<file path="config.mk">
export PLATFORM = sky130hd
export DESIGN_NAME = ipv4_dotted_address_parser
export DESIGN_NICKNAME = d
export VERILOG_FILES = /design/src/hw/rtl/ipv4p_pkg.sv /design/src/hw/rtl/ipv4_dotted_address_parser.sv
export SDC_FILE = /design/constraint.sdc
export NUM_CORES = 1
export LEC_CHECK = 0
export ABC_AREA = 1
export BUFFER_PORTS_ARGS = -buffer_cell sky130_fd_sc_hd__buf_2
export CORE_MARGIN = 2
export CORE_UTILIZATION = 57
export DETAILED_ROUTE_END_ITERATION = 16
export GPL_TIMING_DRIVEN = 1
export PLACE_DENSITY = 0.75
export SLEW_MARGIN = 20
export SYNTH_ARGS = -nofsm -noshare
export SYNTH_HDL_FRONTEND = slang
export SYNTH_SLANG_ARGS = --single-unit
</file>
<file path="constraint.sdc">
create_clock -name clk -period 2.9 [get_ports clk]
set_input_delay 0.58 -clock clk [delete_from_list [all_inputs] [get_ports clk]]
set_output_delay 0.58 -clock clk [all_outputs]
set_load 0.01 [all_outputs]
</file>
<file path="src/hw/rtl/ipv4p_pkg.sv">
`timescale 1ns / 1ps
// ipv4p_pkg: parser state codes, radix codes, range limits and character classes
// for the dotted ipv4 address parser; no dependencies

package ipv4p_pkg;

  localparam int unsigned ChWidth   = 8;
  localparam int unsigned AddrWidth = 32;
  localparam int unsigned NumDone   = 3;

  localparam logic [AddrWidth-1:0] Lim1Part = 32'h0000_00ff;
  localparam logic [AddrWidth-1:0] Lim2Part = 32'h00ff_ffff;
  localparam logic [AddrWidth-1:0] Lim3Part = 32'h0000_ffff;

  typedef enum logic [4:0] {
    PH_START  = 5'b00001,
    PH_ZERO   = 5'b00010,
    PH_DIGITS = 5'b00100,
    PH_TRAIL  = 5'b01000,
    PH_ERR    = 5'b10000
  } phase_t;

  typedef enum logic [1:0] {
    RX_DEC = 2'd0,
    RX_OCT = 2'd1,
    RX_HEX = 2'd2
  } radix_t;

  typedef struct packed {
    logic                 ok;
    logic [AddrWidth-1:0] addr;
  } outcome_t;

  localparam logic [ChWidth-1:0] ChNul   = 8'h00;
  localparam logic [ChWidth-1:0] ChZero  = 8'h30;
  localparam logic [ChWidth-1:0] ChEight = 8'h38;
  localparam logic [ChWidth-1:0] ChNine  = 8'h39;
  localparam logic [ChWidth-1:0] ChDot   = 8'h2e;
  localparam logic [ChWidth-1:0] ChLowX  = 8'h78;
  localparam logic [ChWidth-1:0] ChUpX   = 8'h58;

  function automatic logic is_dec(input logic [ChWidth-1:0] c);
    return (c >= ChZero) && (c <= ChNine);
  endfunction

  function automatic logic is_space(input logic [ChWidth-1:0] c);
    return (c == 8'h20) || ((c >= 8'h09) && (c <= 8'h0d));
  endfunction

  // hex digit value in the low nibble, bit 4 set when c is a hex digit
  function automatic logic [4:0] hex_digit(input logic [ChWidth-1:0] c);
    logic [ChWidth-1:0] d;
    d = 8'h00;
    if (is_dec(c)) begin
      return {1'b1, c[3:0]};
    end else if (((c >= 8'h61) && (c <= 8'h66)) || ((c >= 8'h41) && (c <= 8'h46))) begin
      d = {5'b0, c[2:0]} + 8'd9;
      return {1'b1, d[3:0]};
    end
    return 5'b0_0000;
  endfunction

endpackage

</file>
<file path="src/hw/rtl/ipv4_dotted_address_parser.sv">
`timescale 1ns / 1ps
// ipv4_dotted_address_parser: byte-stream parser for dotted ipv4 addresses
// depends on ipv4p_pkg
// throughput: one byte per cycle, except that a nul byte stalls behind an untaken result
// result: registered, it appears in the cycle after the nul byte is accepted
// the result register frees the input side: bytes flow on while a result waits,
// and only a nul byte stalls behind an untaken result
// reset: synchronous, clears parser state and the result register

module ipv4_dotted_address_parser (
  input  logic                            clk,
  input  logic                            rst,
  input  logic                            in_valid,
  output logic                            in_ready,
  input  logic [ipv4p_pkg::ChWidth-1:0]   ch,
  output logic                            out_valid,
  input  logic                            out_ready,
  output logic                            valid_res,
  output logic [ipv4p_pkg::AddrWidth-1:0] address
);

  import ipv4p_pkg::*;

  // parser state
  phase_t               phase, phase_next;
  radix_t               radix, radix_next;
  logic [AddrWidth-1:0] accum, accum_next;
  logic                 seen_digit, seen_next;
  logic [1:0]           part_count, part_count_next;
  logic [7:0]           done_parts [NumDone];
  outcome_t             outcome;

  // per-byte decode
  logic                 accept;
  logic                 do_digits;
  logic                 part_wr;
  logic                 finish_now;
  radix_t               radix_eff;
  logic                 seen_eff;
  logic [4:0]           hx;
  logic [AddrWidth-1:0] mul10;
  logic [AddrWidth-1:0] fin_value;
  logic                 fin_ok;
  outcome_t             res;

  // a nul byte needs the result register free; other bytes never stall
  assign in_ready = !out_valid || out_ready || (ch != ChNul);
  assign accept   = in_valid && in_ready;

  // after a leading zero a non-x byte is handled as an octal digit byte
  assign radix_eff = (phase == PH_ZERO) ? RX_OCT : radix;
  assign seen_eff  = (phase == PH_ZERO) ? 1'b1 : seen_digit;
  assign hx        = hex_digit(ch);
  assign mul10     = (accum << 3) + (accum << 1);

  // value and range check for the form given by the number of finished parts
  always_comb begin
    fin_value = accum;
    fin_ok    = seen_eff;
    case (part_count)
      2'd0: begin
      end
      2'd1: begin
        if (accum > Lim2Part) fin_ok = 1'b0;
        fin_value = accum | {done_parts[0], 24'h0};
      end
      2'd2: begin
        if (accum > Lim3Part) fin_ok = 1'b0;
        fin_value = accum | {done_parts[0], done_parts[1], 16'h0};
      end
      default: begin
        if (accum > Lim1Part) fin_ok = 1'b0;
        fin_value = accum | {done_parts[0], done_parts[1], done_parts[2], 8'h0};
      end
    endcase
  end

  always_comb begin
    phase_next      = phase;
    radix_next      = radix;
    accum_next      = accum;
    seen_next       = seen_digit;
    part_count_next = part_count;
    do_digits       = 1'b0;
    part_wr         = 1'b0;
    finish_now      = 1'b0;

    case (phase)
      PH_START: begin
        if (!is_dec(ch)) begin
          phase_next = PH_ERR;
        end else begin
          accum_next = {{(AddrWidth-4){1'b0}}, ch[3:0]};
          radix_next = RX_DEC;
          if (ch == ChZero) begin
            seen_next  = 1'b0;
            phase_next = PH_ZERO;
          end else begin
            seen_next  = 1'b1;
            phase_next = PH_DIGITS;
          end
        end
      end
      PH_ZERO: begin
        if ((ch == ChLowX) || (ch == ChUpX)) begin
          radix_next = RX_HEX;
          seen_next  = 1'b0;
          phase_next = PH_DIGITS;
        end else begin
          radix_next = RX_OCT;
          seen_next  = 1'b1;
          phase_next = PH_DIGITS;
          do_digits  = 1'b1;
        end
      end
      PH_DIGITS: begin
        do_digits = 1'b1;
      end
      default: begin
        // trailing bytes and error: ignored up to the nul
      end
    endcase

    if (do_digits) begin
      if (is_dec(ch)) begin
        if ((radix_eff == RX_OCT) && (ch >= ChEight)) begin
          phase_next = PH_ERR;
        end else begin
          case (radix_eff)
            RX_HEX:  accum_next = {accum[AddrWidth-5:0], hx[3:0]};
            RX_OCT:  accum_next = {accum[AddrWidth-4:0], 3'b0} + {28'h0, ch[3:0]};
            default: accum_next = mul10 + {28'h0, ch[3:0]};
          endcase
          seen_next = 1'b1;
        end
      end else if ((radix_eff == RX_HEX) && hx[4]) begin
        accum_next = {accum[AddrWidth-5:0], hx[3:0]};
        seen_next  = 1'b1;
      end else if (ch == ChDot) begin
        if ((part_count == 2'd3) || (accum > Lim1Part)) begin
          phase_next = PH_ERR;
        end else begin
          part_wr         = 1'b1;
          part_count_next = part_count + 2'd1;
          phase_next      = PH_START;
        end
      end else if ((ch == ChNul) || is_space(ch)) begin
        finish_now = 1'b1;
        phase_next = PH_TRAIL;
      end else begin
        phase_next = PH_ERR;
      end
    end

    // result for a nul: fresh finish, else any outcome held since whitespace
    if (finish_now) begin
      res.ok   = fin_ok;
      res.addr = fin_ok ? fin_value : '0;
    end else if (phase == PH_TRAIL) begin
      res = outcome;
    end else begin
      res.ok   = 1'b0;
      res.addr = '0;
    end
  end

  always_ff @(posedge clk) begin
    if (rst) begin
      phase      <= PH_START;
      radix      <= RX_DEC;
      accum      <= '0;
      seen_digit <= 1'b0;
      part_count <= 2'd0;
      outcome    <= '0;
      out_valid  <= 1'b0;
    end else begin
      // a new result replaces one taken in the same cycle
      if (accept && (ch == ChNul)) begin
        out_valid <= 1'b1;
      end else if (out_ready) begin
        out_valid <= 1'b0;
      end
      if (accept) begin
        if (ch == ChNul) begin
          // end of string: deliver and return to the reset state
          phase      <= PH_START;
          radix      <= RX_DEC;
          accum      <= '0;
          seen_digit <= 1'b0;
          part_count <= 2'd0;
          outcome    <= '0;
        end else begin
          phase      <= phase_next;
          radix      <= radix_next;
          accum      <= accum_next;
          seen_digit <= seen_next;
          part_count <= part_count_next;
          if (finish_now) begin
            outcome.ok   <= fin_ok;
            outcome.addr <= fin_ok ? fin_value : '0;
          end
        end
      end
    end
  end

  // payload registers, no reset needed
  always_ff @(posedge clk) begin
    if (accept && (ch == ChNul)) begin
      valid_res <= res.ok;
      address   <= res.addr;
    end
    if (accept && part_wr) begin
      done_parts[part_count] <= accum[7:0];
    end
  end

  // a failed parse always reports a zero address
  assert property (@(posedge clk) disable iff (rst)
    out_valid && !valid_res |-> address == '0)
    else $error("invalid result carries a non-zero address");

  // every accepted nul produces a result transaction
  assert property (@(posedge clk) disable iff (rst)
    accept && (ch == ChNul) |=> out_valid)
    else $error("nul accepted without a result");

  // the parser is back in its reset state after a nul
  assert property (@(posedge clk) disable iff (rst)
    accept && (ch == ChNul) |=> (phase == PH_START) && (part_count == 2'd0) && !seen_digit)
    else $error("parser state not cleared after end of string");

  // dotted parts never exceed three
  assert property (@(posedge clk) disable iff (rst)
    part_wr && accept |-> part_count != 2'd3)
    else $error("fourth dotted part recorded");

endmodule

</file>
* Word level (Yosys, flattened, before mapping) *
Memories as Yosys holds them, arrays and structs flattened.
Index checks and enable logic that the tools add are counted.
W data, S select, Z words.

storage, ports and cells
  register bits = 109
  RAM bits = 24
  output and inout port bits = 35
  logic and storage cells = 147
  memories = 1

operators by class
  add/sub/neg operators = 5
  magnitude comparators = 12
  equal/unequal tests = 18
  multiplexer cells = 70
  bitwise logic cells = 3
  reductions and logical operators = 28

memory list
  name        depth  bits a word  rd ports  clocked after memory_dff  write ports  RTL line                          source
  done_parts  3      8            3         0                         1            ipv4_dotted_address_parser.sv:30  logic [7:0] done_parts [NumDone];

operators by type and width
  cell                    number
  $mux W32                8
  $mux W33                4
  $or A32 B32 Y32         3
  $pmux W32 S3            1
  $add A32 B4 Y32         2
  $pmux W32 S2            1
  $mux W5                 12
  $add A32 B32 Y32        1
  $gt A32 B16 Y1 const B  1
  $gt A32 B24 Y1 const B  1
  $gt A32 B8 Y1 const B   1
  $mux W1                 28
  $eq A8 B6 Y1 const B    3
  $mux W2                 10
  $eq A8 B7 Y1 const B    2
  $ge A8 B6 Y1 const B    2
  $ge A8 B7 Y1 const B    2
  $le A8 B7 Y1 const B    2
  $pmux W5 S2             1
  $logic_and A1 B1 Y1     9
  $ge A8 B4 Y1 const B    1
  $le A8 B4 Y1 const B    1
  $le A8 B6 Y1 const B    1
  $logic_not A8 Y1        1
  other kinds (23)        38

* Depth between registers and ports, before layout *
Gate-level depths: netlist of run 1.

  depth in word-level cells = 13
  gate-level depth with buffers = 22

* Worst setup path after synthesis of run 1 *
Ideal clock, no wire load.

  path type = in2reg
  start = input ch[3] (netlist bit)
  end = register accum[20]
  setup time = 0.132 ns
  arrival = 2.626 ns
  data required time = 2.768 ns
  setup slack = 0.142 ns
  stages = 20
  buffers on the path = 0
  cells stage by stage = inv_2 > fa_1 > inv_1 > fa_1 > nand2_1 > a21oi_1 > nand2_1 > nand2_1 > nand2_1 > nand2_1 > nand2_1 > nand2_1 > nand2_1 > nand3_1 > nand3_1 > nand2_1 > nand2_1 > nand2_1 > nand2_1 > a21oi_1

on the way
  word-level cells in the longest chain between the ends = 11
  elaborated cells between the ends (all ways) = 36

RTL lines
  what                                                                      RTL line                           source
  start: declaration                                                        ipv4_dotted_address_parser.sv:15   input logic [ipv4p_pkg::ChWidth-1:0] ch,
  parallel branches: the longest is 11 deep, another holds $add A32 B4 Y32  n/a
  end signal: assignment                                                    ipv4_dotted_address_parser.sv:195  accum <= accum_next;
  end: declaration                                                          ipv4_dotted_address_parser.sv:27   logic [AddrWidth-1:0] accum, accum_next;

Several ways; the timed one is not identified.
A chain may end at the register's enable or synchronous reset.

* Worst setup path in the final report of run 1 *
  start = register phase[4]
  end = register accum[6]

on the way
  word-level cells in the longest chain between the ends = 8
  elaborated cells between the ends (all ways) = 16

RTL lines
  what                                                 RTL line                                                                                                 source
  start: declaration                                   ipv4_dotted_address_parser.sv:25                                                                         phase_t phase, phase_next;
  start signal: assignment                             ipv4_dotted_address_parser.sv:193                                                                        phase <= phase_next;
  $eq A5 B2 Y1                                         ipv4_dotted_address_parser.sv:51, ipv4_dotted_address_parser.sv:88
  $mux W2                                              ipv4_dotted_address_parser.sv:51                                                                         assign radix_eff = (phase == PH_ZERO) ? RX_OCT : radix;
  $eq A2 B1 Y1 / $eq A2 B2 Y1 (equally long branches)  ipv4_dotted_address_parser.sv:126, ipv4_dotted_address_parser.sv:129, ipv4_dotted_address_parser.sv:136
  $pmux W32 S2 (tied with other cells)                 ipv4_dotted_address_parser.sv:129                                                                        case (radix_eff)
  $mux W32 (on tied branches)                          ipv4_dotted_address_parser.sv:126, ipv4_dotted_address_parser.sv:136
  $mux W32                                             ipv4_dotted_address_parser.sv:125                                                                        if (is_dec(ch)) begin
  $mux W32 (*)                                         ipv4_dotted_address_parser.sv:124                                                                        if (do_digits) begin
  $mux W32 (*)                                         ipv4_dotted_address_parser.sv:184                                                                        if (ch == ChNul) begin

Every way passes the cells marked *; elsewhere a longest branch is shown, timed or not.

==> results of run 1 <==
per-layer routing:
layer	GRT usage, %	wire length [um]	vias up	part of all wire [%]
met5	0	0	-	0
met4	12.1	1110	0	3.2
met3	7.39	3300	102	9.6
met2	59.5	16000	565	46
met1	45.9	14100	5074	41
li1	-	-	5420	-
worst paths after layout:
check                    from          end  slack [ns]  cells after the start
setup / recovery     phase[4]     accum[6]        0.22                     17
setup reg to reg     phase[4]     accum[6]        0.22                     17
hold reg to reg   outcome[32]  outcome[32]        0.46                      2
hold / removal      out_ready    out_valid        0.40                      4
cells by family after synthesis:
| kind of cell | share of synthesized area [%] |
|---|---|
| fa+ha+maj | 8.82 |
| xor+xnor | 1.27 |
| compound gates | 16.6 |
| flops | 31.1 |
| simple gates | 32.0 |
| buf+inv | 10.2 |
power breakdown:
| group | total [mW] | internal, mW | switching, mW | leakage [nW] |
|---|---|---|---|---|
| registers | 1.97 | 1.95 | 0.0120 | 1.13 |
| logic | 0.432 | 0.134 | 0.297 | 3.91 |
| clock network | 2.18 | 1.26 | 0.917 | 0.268 |
registers in the layout (all words and copies together), names as in the netlist, 2 cells and up:
register and cells:
address 32, phase 5, radix 2, done_parts 24, accum 32, outcome 33
part_count 2
layout make-up:
| type | count | area (um^2) | area share [%] |
|---|---|---|---|
| clock buffer | 20 | 467 | 3.90 |
| tap | 229 | 287 | 2.39 |
| multi-input combinational | 1199 | 6120 | 51.1 |
| timing repair buffer | 141 | 1020 | 8.51 |
| sequential | 133 | 3240 | 27.1 |
| clock inverter | 12 | 119 | 0.993 |
| inverter | 191 | 723 | 6.04 |
worst reg2reg max path: stages (launching register included):
cell                      delay, ns
sky130_fd_sc_hd__dfxtp_1       0.33
sky130_fd_sc_hd__inv_1         0.11
sky130_fd_sc_hd__nand4_1       0.18
sky130_fd_sc_hd__inv_1         0.12
sky130_fd_sc_hd__nor2_1        0.15
sky130_fd_sc_hd__inv_1         0.07
sky130_fd_sc_hd__ha_1          0.22
sky130_fd_sc_hd__nand2_1       0.18
sky130_fd_sc_hd__inv_2         0.11
sky130_fd_sc_hd__nor2_4        0.10
sky130_fd_sc_hd__inv_2         0.09
sky130_fd_sc_hd__a21oi_4       0.31
sky130_fd_sc_hd__nor2_4        0.06
sky130_fd_sc_hd__buf_12        0.16
sky130_fd_sc_hd__inv_2         0.11
sky130_fd_sc_hd__o21ai_1       0.09
sky130_fd_sc_hd__nand2_1       0.09
sky130_fd_sc_hd__a21oi_1       0.07
timing repair:
action,in CTS,in global routing
hold endpoints to repair,0,0
gates resized for setup,0,18
setup endpoints to repair,0,20
cells in the final DEF, fill, tap and decap left out, types with 5 or more instances in the layout:
master | Yosys | final
sky130_fd_sc_hd__a22oi_1 | 8 | 8
sky130_fd_sc_hd__nand4_1 | 20 | 20
sky130_fd_sc_hd__buf_12 | 0 | 6
sky130_fd_sc_hd__o211ai_1 | 15 | 15
sky130_fd_sc_hd__ha_1 | 70 | 70
sky130_fd_sc_hd__edfxtp_1 | 57 | 57
sky130_fd_sc_hd__a21oi_1 | 154 | 153
sky130_fd_sc_hd__inv_2 | 13 | 14
sky130_fd_sc_hd__nor2_4 | 5 | 5
sky130_fd_sc_hd__buf_2 | 18 | 46
sky130_fd_sc_hd__dfxtp_2 | 0 | 6
sky130_fd_sc_hd__clkinvlp_4 | 0 | 6
sky130_fd_sc_hd__nand2_2 | 2 | 8
sky130_fd_sc_hd__clkbuf_16 | 0 | 17
sky130_fd_sc_hd__o21ai_1 | 11 | 12
sky130_fd_sc_hd__dfxtp_1 | 76 | 70
sky130_fd_sc_hd__nand3_1 | 95 | 94
sky130_fd_sc_hd__o21ai_0 | 70 | 69
sky130_fd_sc_hd__o22ai_1 | 28 | 28
sky130_fd_sc_hd__nor2_1 | 143 | 143
sky130_fd_sc_hd__buf_4 | 5 | 89
sky130_fd_sc_hd__nor3_1 | 15 | 15
sky130_fd_sc_hd__nand2_1 | 505 | 499
sky130_fd_sc_hd__inv_1 | 174 | 173
sky130_fd_sc_hd__xor2_1 | 11 | 11
through the flow:
stage / setup WS, ns / cell area [um^2] / utilization, % / hold WS, ns / total power [mW]
finish: 0.219 / 12000 / 66.9 / 0.403 / 4.57
floorplan: 0.142 / 10400 / - / 0.439 / 2.27
CTS: 0.129 / 11900 / 66.7 / 0.399 / 4.55
global placement: -0.203 / 11400 / 63.4 / 0.449 / 2.41
detailed placement: -0.233 / 11400 / 63.4 / 0.454 / 2.42
global route: 0.0117 / 12000 / 66.9 / 0.446 / 4.68
==> metrics.txt, run 1 <==
clock latency reported for the late side of the worst-skew pair 0.44 ns; sequential-to-total area share from yosys stat 31.1%; leakage dissipation 5.31 nW; peak clock frequency supported by timing ~370 MHz; wire length of the first global-routing pass ~55000 um; Final TNS setup 0 ns; number of search-and-repair iterations in the first detailed-routing pass 6; clk sinks 133; H-tree depth 4; share of the clock period used by the worst path 92.4%; number of synthesized register bits between 100 and 150; status finished, final reports clean; slowest cell on the critical path sky130_fd_sc_hd__dfxtp_1; All-Layer GR Usage between 30% and 40%; Hold Path Class input pin to flip-flop; starting density of the core a little under 60%; largest area contributor in the netlist sky130_fd_sc_hd__nand2_1; count of nets after finishing about 1800; most used standard cells in the synthesized netlist sky130_fd_sc_hd__nand2_1 (505), sky130_fd_sc_hd__inv_1 (174), sky130_fd_sc_hd__a21oi_1 (154), sky130_fd_sc_hd__nor2_1 (143), sky130_fd_sc_hd__nand3_1 (95); average footprint of a synthesized cell between 6 and 7 um^2; total wire length after detailed routing between 30000 and 40000 um; via count of the first global-routing pass approximately 10000; GRT Residual Overflow 0; number of setup buffers added after CTS 0; pwr dens 382 nW/um^2; number of top-level pins 47; number of cells produced by synthesis between 1500 and 2000; RSZ-0062 raised after global routing false; ratio of cells with drive above 1 in the final layout between 10% and 20%; Post-synth top flop sky130_fd_sc_hd__dfxtp_1; critical path, cell by cell inv_1 > nand4_1 > inv_1 > nor2_1 > inv_1 > ha_1 > nand2_1 > inv_2 > nor2_4 > inv_2 > a21oi_4 > nor2_4 > buf_12 > inv_2 > o21ai_1 > nand2_1 > a21oi_1; post-route insts no fill slightly below 2000; post-route clock skew 0.0147 ns; Crit path max-delay family buffers and inverters; Peak VDD IR 0.446 mV; drt drc 0; Post-CTS Hold Buffers 0; critical path endpoint category flip-flop; final-report setup violation count 0; diodes inserted 0; Buffers on Ports 46; number of antenna violations at the first check in global routing 0; Worst Tran Pin Value ~0.70 ns; max-slew headroom at the worst pin 53.4%; largest net degree at the start of global routing 50; count of unique library cells instantiated by Yosys 51; Iteration-0 DRC Markers 1297; Placed Cells incl. Taps roughly 1900; Final ANT Viol Nets 0; Post-Synthesis Net Count ~1700; Die Outline Area between 15000 and 20000 um^2; area growth from synthesis to layout 15.3%; core area ~18000 um^2; arrival time worst endpoint 2.98 ns; cell at the root of the clock tree sky130_fd_sc_hd__clkbuf_16; placed wire-length estimate 26300 um; Synth area leaders sky130_fd_sc_hd__nand2_1 (18%), sky130_fd_sc_hd__edfxtp_1 (16%), sky130_fd_sc_hd__dfxtp_1 (15%); final weighted congestion of routability-driven global placement between 1 and 1.5; share of synthesized registers carrying an async set or reset 0%; EDFF count, synth 57; filler cell count between 1500 and 2000; std cell rows 49; Startpoint Class flip-flop; number of buffers on the longest clock path 2; Hold Vio Cnt, Final 0; area of the mapped netlist 10400 um^2; floorplan die width around 140 um; via count approximately 11000; clock buffers created by TritonCTS 17; clock transition at the register clock pins on the worst setup and hold paths after CTS about 0.07 ns; largest stage delay on the critical path between 0.3 and 0.4 ns; WL per Instance 17.9 um; start-to-end type of the worst setup path flip-flop to flip-flop; Yosys warning count 0; mean number of vias per cell between 5 and 6; critical path peak fanout 20; leading cell type by number of instances after synthesis sky130_fd_sc_hd__nand2_1; max-slew violation count 0; post-layout minimum cycle time ~2.7 ns; critical path buffer and inverter count 7; share of Yosys cell area claimed by the top area cell type ~18%; vertical extent of the die between 100 and 150 um; number of max-cap violations 0; CP Data Required Time approximately 3.2 ns; clock tree from TritonCTS done
Note: power is estimated with default switching activity, not from simulation.
==> inputs of run 2 (changes only) <==
Settings changed: ABC_AREA 1 to default, CTS_CLUSTER_SIZE from default to 28.
==> run 2 against run 1 <==
  * Synthesized cell count down 32%
  * Sequential share of layout area up 0.95 points
  * Clock power down 4%
  * Utilization up 6.1 points
  * Flip-flop and latch count unchanged
  * Combinational power down 45%
  * The run now ends with setup timing left
==> metrics.txt, run 2 <==
status complete, but fails checks; failing checks setup timing; total wire length after detailed routing 29000 um (-16%); peak clock frequency supported by timing 327 MHz (-12%); number of search-and-repair iterations in the first detailed-routing pass 7 (+1); clock group share of total power 48.9% (+1.3 points); number of antenna violations at the first check in global routing 0 (unchanged); Post-Place Setup Slack -0.590 ns (-0.357 ns); Worst Tran Pin Value 0.509 ns (-0.187 ns); critical path peak fanout 3 (-85%); largest area contributor in the netlist sky130_fd_sc_hd__edfxtp_1; average footprint of a synthesized cell 8.56 um^2 (+31%); post-route clock skew 0.0106 ns (-0.00401 ns); max-slew violation count 0 (unchanged); Synth area leaders sky130_fd_sc_hd__edfxtp_1 (19%), sky130_fd_sc_hd__dfxtp_1 (17%), sky130_fd_sc_hd__ha_1 (9.5%); utilization after layout 73.0% (+6.1 points); max-slew headroom at the worst pin 65.8% (+12 points); Yosys warning count 0 (unchanged); post-layout worst setup margin -0.157 ns (-0.376 ns); number of synthesized register bits 133 (unchanged); total net switching power 1.02 mW (-17%); detailed route wirelength on metal2 13600 um (-15%); WL per Instance 19.8 um (+10%); clock latency reported for the late side of the worst-skew pair 0.43 ns (about the same); ratio of cells with drive above 1 in the final layout 24.8% (+11 points); Final ANT Viol Nets 0 (unchanged); Iteration-0 DRC Markers 1045 (-19%); clock buffers created by TritonCTS 17 (unchanged); sequential-to-total area share from yosys stat 35.1% (+3.9 points); core area 15800 um^2 (-12%); via count 9404 (-16%); area of combinational cells with multiple inputs 5770 um^2 (-5.8%); share of total power consumed by net switching 23.8% (-3.1 points); Int Power 3.26 mW (-2.6%); worst slack on hold paths 0.463 ns (+0.0601 ns); most used standard cells in the synthesized netlist sky130_fd_sc_hd__nand2_1 (125), sky130_fd_sc_hd__a21oi_1 (88), sky130_fd_sc_hd__nor2_1 (83), sky130_fd_sc_hd__dfxtp_1 (76), sky130_fd_sc_hd__ha_1 (70); Largest register FFs 33 (unchanged); Crit path max-delay family compound AO/OA/AOI/OAI gates; slowest cell on the critical path sky130_fd_sc_hd__fa_1; post-route insts no fill 1463 (-24%); Hold Vio Cnt, Final 0 (unchanged); amount of wire on met3 after detailed routing 2650 um (-20%); leading cell type by number of instances after synthesis sky130_fd_sc_hd__nand2_1; clk sinks 133 (unchanged); placed wire-length estimate 20800 um (-21%); via count of the first global-routing pass 8913 (-14%); share of power burned in registers 45.6% (+2.6 points); Hold Path Class flip-flop to flip-flop; critical path, cell by cell inv_2 > fa_1 > inv_2 > fa_2 > a21o_1 > a221oi_4 > nand4b_1 > a31oi_4 > nor2b_4 > buf_4 > o21ai_2 > xor2_1 > a21o_1; filler cell count 1182 (-27%); clock tree from TritonCTS done; diodes inserted 0 (unchanged); H-tree depth 4 (unchanged); EDFF count, synth 57 (unchanged); share of synthesized registers carrying an async set or reset 0% (unchanged); pwr dens 370 nW/um^2 (-3.0%); area growth from synthesis to layout 25.3%; std cell rows 46 (-6.1%); starting density of the core 58.2% (+0.23 points); Post-Synthesis Net Count 1160 (-30%); post-layout minimum cycle time 3.06 ns (+0.376 ns); final weighted congestion of routability-driven global placement 0.963 (-5.8%); share of Yosys cell area claimed by the top area cell type 18.6% (+0.32 points); critical path endpoint category flip-flop; number of max-cap violations 0 (unchanged); Peak VDD IR 0.409 mV (-8.2%); FF+latch area 3240 um^2 (-0.15%); total power of the final layout 4.28 mW (-6.5%); wire length the detailed router placed on met1 11600 um (-18%); leakage dissipation 4.79 nW (-9.9%); share of the clock period used by the worst path 105% (+13 points); largest stage delay on the critical path 0.49 ns (+0.16 ns); critical path buffer and inverter count 3 (-4); count of unique library cells instantiated by Yosys 84 (+65%); start-to-end type of the worst setup path flip-flop to flip-flop; Placed Cells incl. Taps 1427 (-25%); vertical extent of the die 131 um (-5.6%); final-report setup violation count 15 (+15); Post-CTS Hold Buffers 0 (unchanged); GRT Residual Overflow 0 (unchanged); floorplan die width 131 um (-5.6%); registers with the highest flip-flop counts outcome (33), accum (32), address (32); number of cells produced by synthesis 1076 (-32%); cell at the root of the clock tree sky130_fd_sc_hd__clkbuf_16; area of the mapped netlist 9210 um^2 (-11%); RSZ-0062 raised after global routing true; number of buffers on the longest clock path 2 (unchanged); wire length of the first global-routing pass 45700 um (-16%); most common cell after layout, fill and taps aside sky130_fd_sc_hd__buf_4; Post-synth top flop sky130_fd_sc_hd__dfxtp_1; CP Data Required Time 3.22 ns (+0.02 ns); arrival time worst endpoint 3.38 ns (+0.40 ns); All-Layer GR Usage 33.0% (-2.5 points); fraction of power consumed by combinational cells 5.6% (-3.8 points); mean number of vias per cell 6.43 (+11%); largest net degree at the start of global routing 56 (+12%); clock transition at the register clock pins on the worst setup and hold paths after CTS 0.07 ns (about the same); most frequent cells in the layout sky130_fd_sc_hd__buf_4 (163), sky130_fd_sc_hd__nand2_1 (124), sky130_fd_sc_hd__a21oi_1 (86), sky130_fd_sc_hd__nor2_1 (83), sky130_fd_sc_hd__dfxtp_1 (74); top layer used by detailed routing met4; drt drc 0 (unchanged); Buffers on Ports 46 (unchanged); Startpoint Class flip-flop; count of nets after finishing 1318 (-25%); Die Outline Area 17200 um^2 (-11%); number of top-level pins 47 (unchanged); largest reg by FF count outcome
run 2: cell types whose count changed in the layout (fill, tap and decap cells not counted), sizes merged, moves of 22 or more:
cell | previous run | this run
inv | 193 | 28
a21oi | 155 | 89
nand2 | 509 | 126
buf | 141 | 219
o22ai | 28 | 6
nor2 | 151 | 84
nand3 | 96 | 31
run 2: power groups by stage:
stage	Clock (mW)	Combinational, mW	Sequential (mW)
finish	2.09	0.239	1.95
global route	2.16	0.257	1.95
CTS	2.09	0.231	1.95
detailed placement	0	0.229	1.99
global placement	0	0.225	1.99
floorplan	0	0.123	1.99
run 2: worst reg2reg max path: stages, from the launching register on:
cell                       delay (ns)
sky130_fd_sc_hd__dfxtp_2         0.34
sky130_fd_sc_hd__inv_2           0.05
sky130_fd_sc_hd__fa_1            0.49
sky130_fd_sc_hd__inv_2           0.06
sky130_fd_sc_hd__fa_2            0.34
sky130_fd_sc_hd__a21o_1          0.21
sky130_fd_sc_hd__a221oi_4        0.32
sky130_fd_sc_hd__nand4b_1        0.25
sky130_fd_sc_hd__a31oi_4         0.18
sky130_fd_sc_hd__nor2b_4         0.20
sky130_fd_sc_hd__buf_4           0.14
sky130_fd_sc_hd__o21ai_2         0.05
sky130_fd_sc_hd__xor2_1          0.15
sky130_fd_sc_hd__a21o_1          0.18
run 2: logic make-up (layout without fill, tap and decap cells):
family | Yosys count | in the layout | synth area share [%]
simple gates | 376 | 376 | 20.1
xor+xnor | 35 | 35 | 3.33
mux | 2 | 2 | 0.217
flops | 133 | 133 | 35.1
compound gates | 355 | 355 | 26.5
fa+ha+maj | 72 | 72 | 9.94
buf+inv | 103 | 274 | 4.85
run 2: path summary, 6_finish.rpt:
kind / startpoint / endpoint / slack, ns / cells after the start
max: accum[2] / accum[24] / -0.16 / 13
max reg2reg: accum[2] / accum[24] / -0.16 / 13
min reg2reg: outcome[16] / outcome[16] / 0.46 / 1
min: outcome[16] / outcome[16] / 0.46 / 1
run 2: metrics by stage:
step                      setup TNS (ns)  cell area, um^2
final                              -1.44            11500
after floorplan                    -2.69             9270
after global routing               -3.76            11500
after CTS                          -1.28            11400
after detailed placement          -23.22            10700
after global placement            -15.05            10700
run 2: area by class of cell:
class,count,area share [%]
Inverter,23,0.791
Clock inverter,12,1.04
Tap cell,216,2.34
Timing Repair Buffer,219,14.0
Sequential cell,133,28.0
Clock buffer,20,3.87
Multi-Input combinational cell,840,49.9
run 2: repair_timing:
action	4_1_cts	5_1_grt
pin swaps	26	27
endpoints found under the setup margin	18	27
gates resized for setup	25	17
buffers inserted	2	3
gates cloned	0	0
run 2: per-layer routing:
layer	track usage [%]	up-vias
met4	15.0	0
met5	0	-
met2	53.3	485
met3	7.14	115
met1	42.6	4439
li1	-	4365
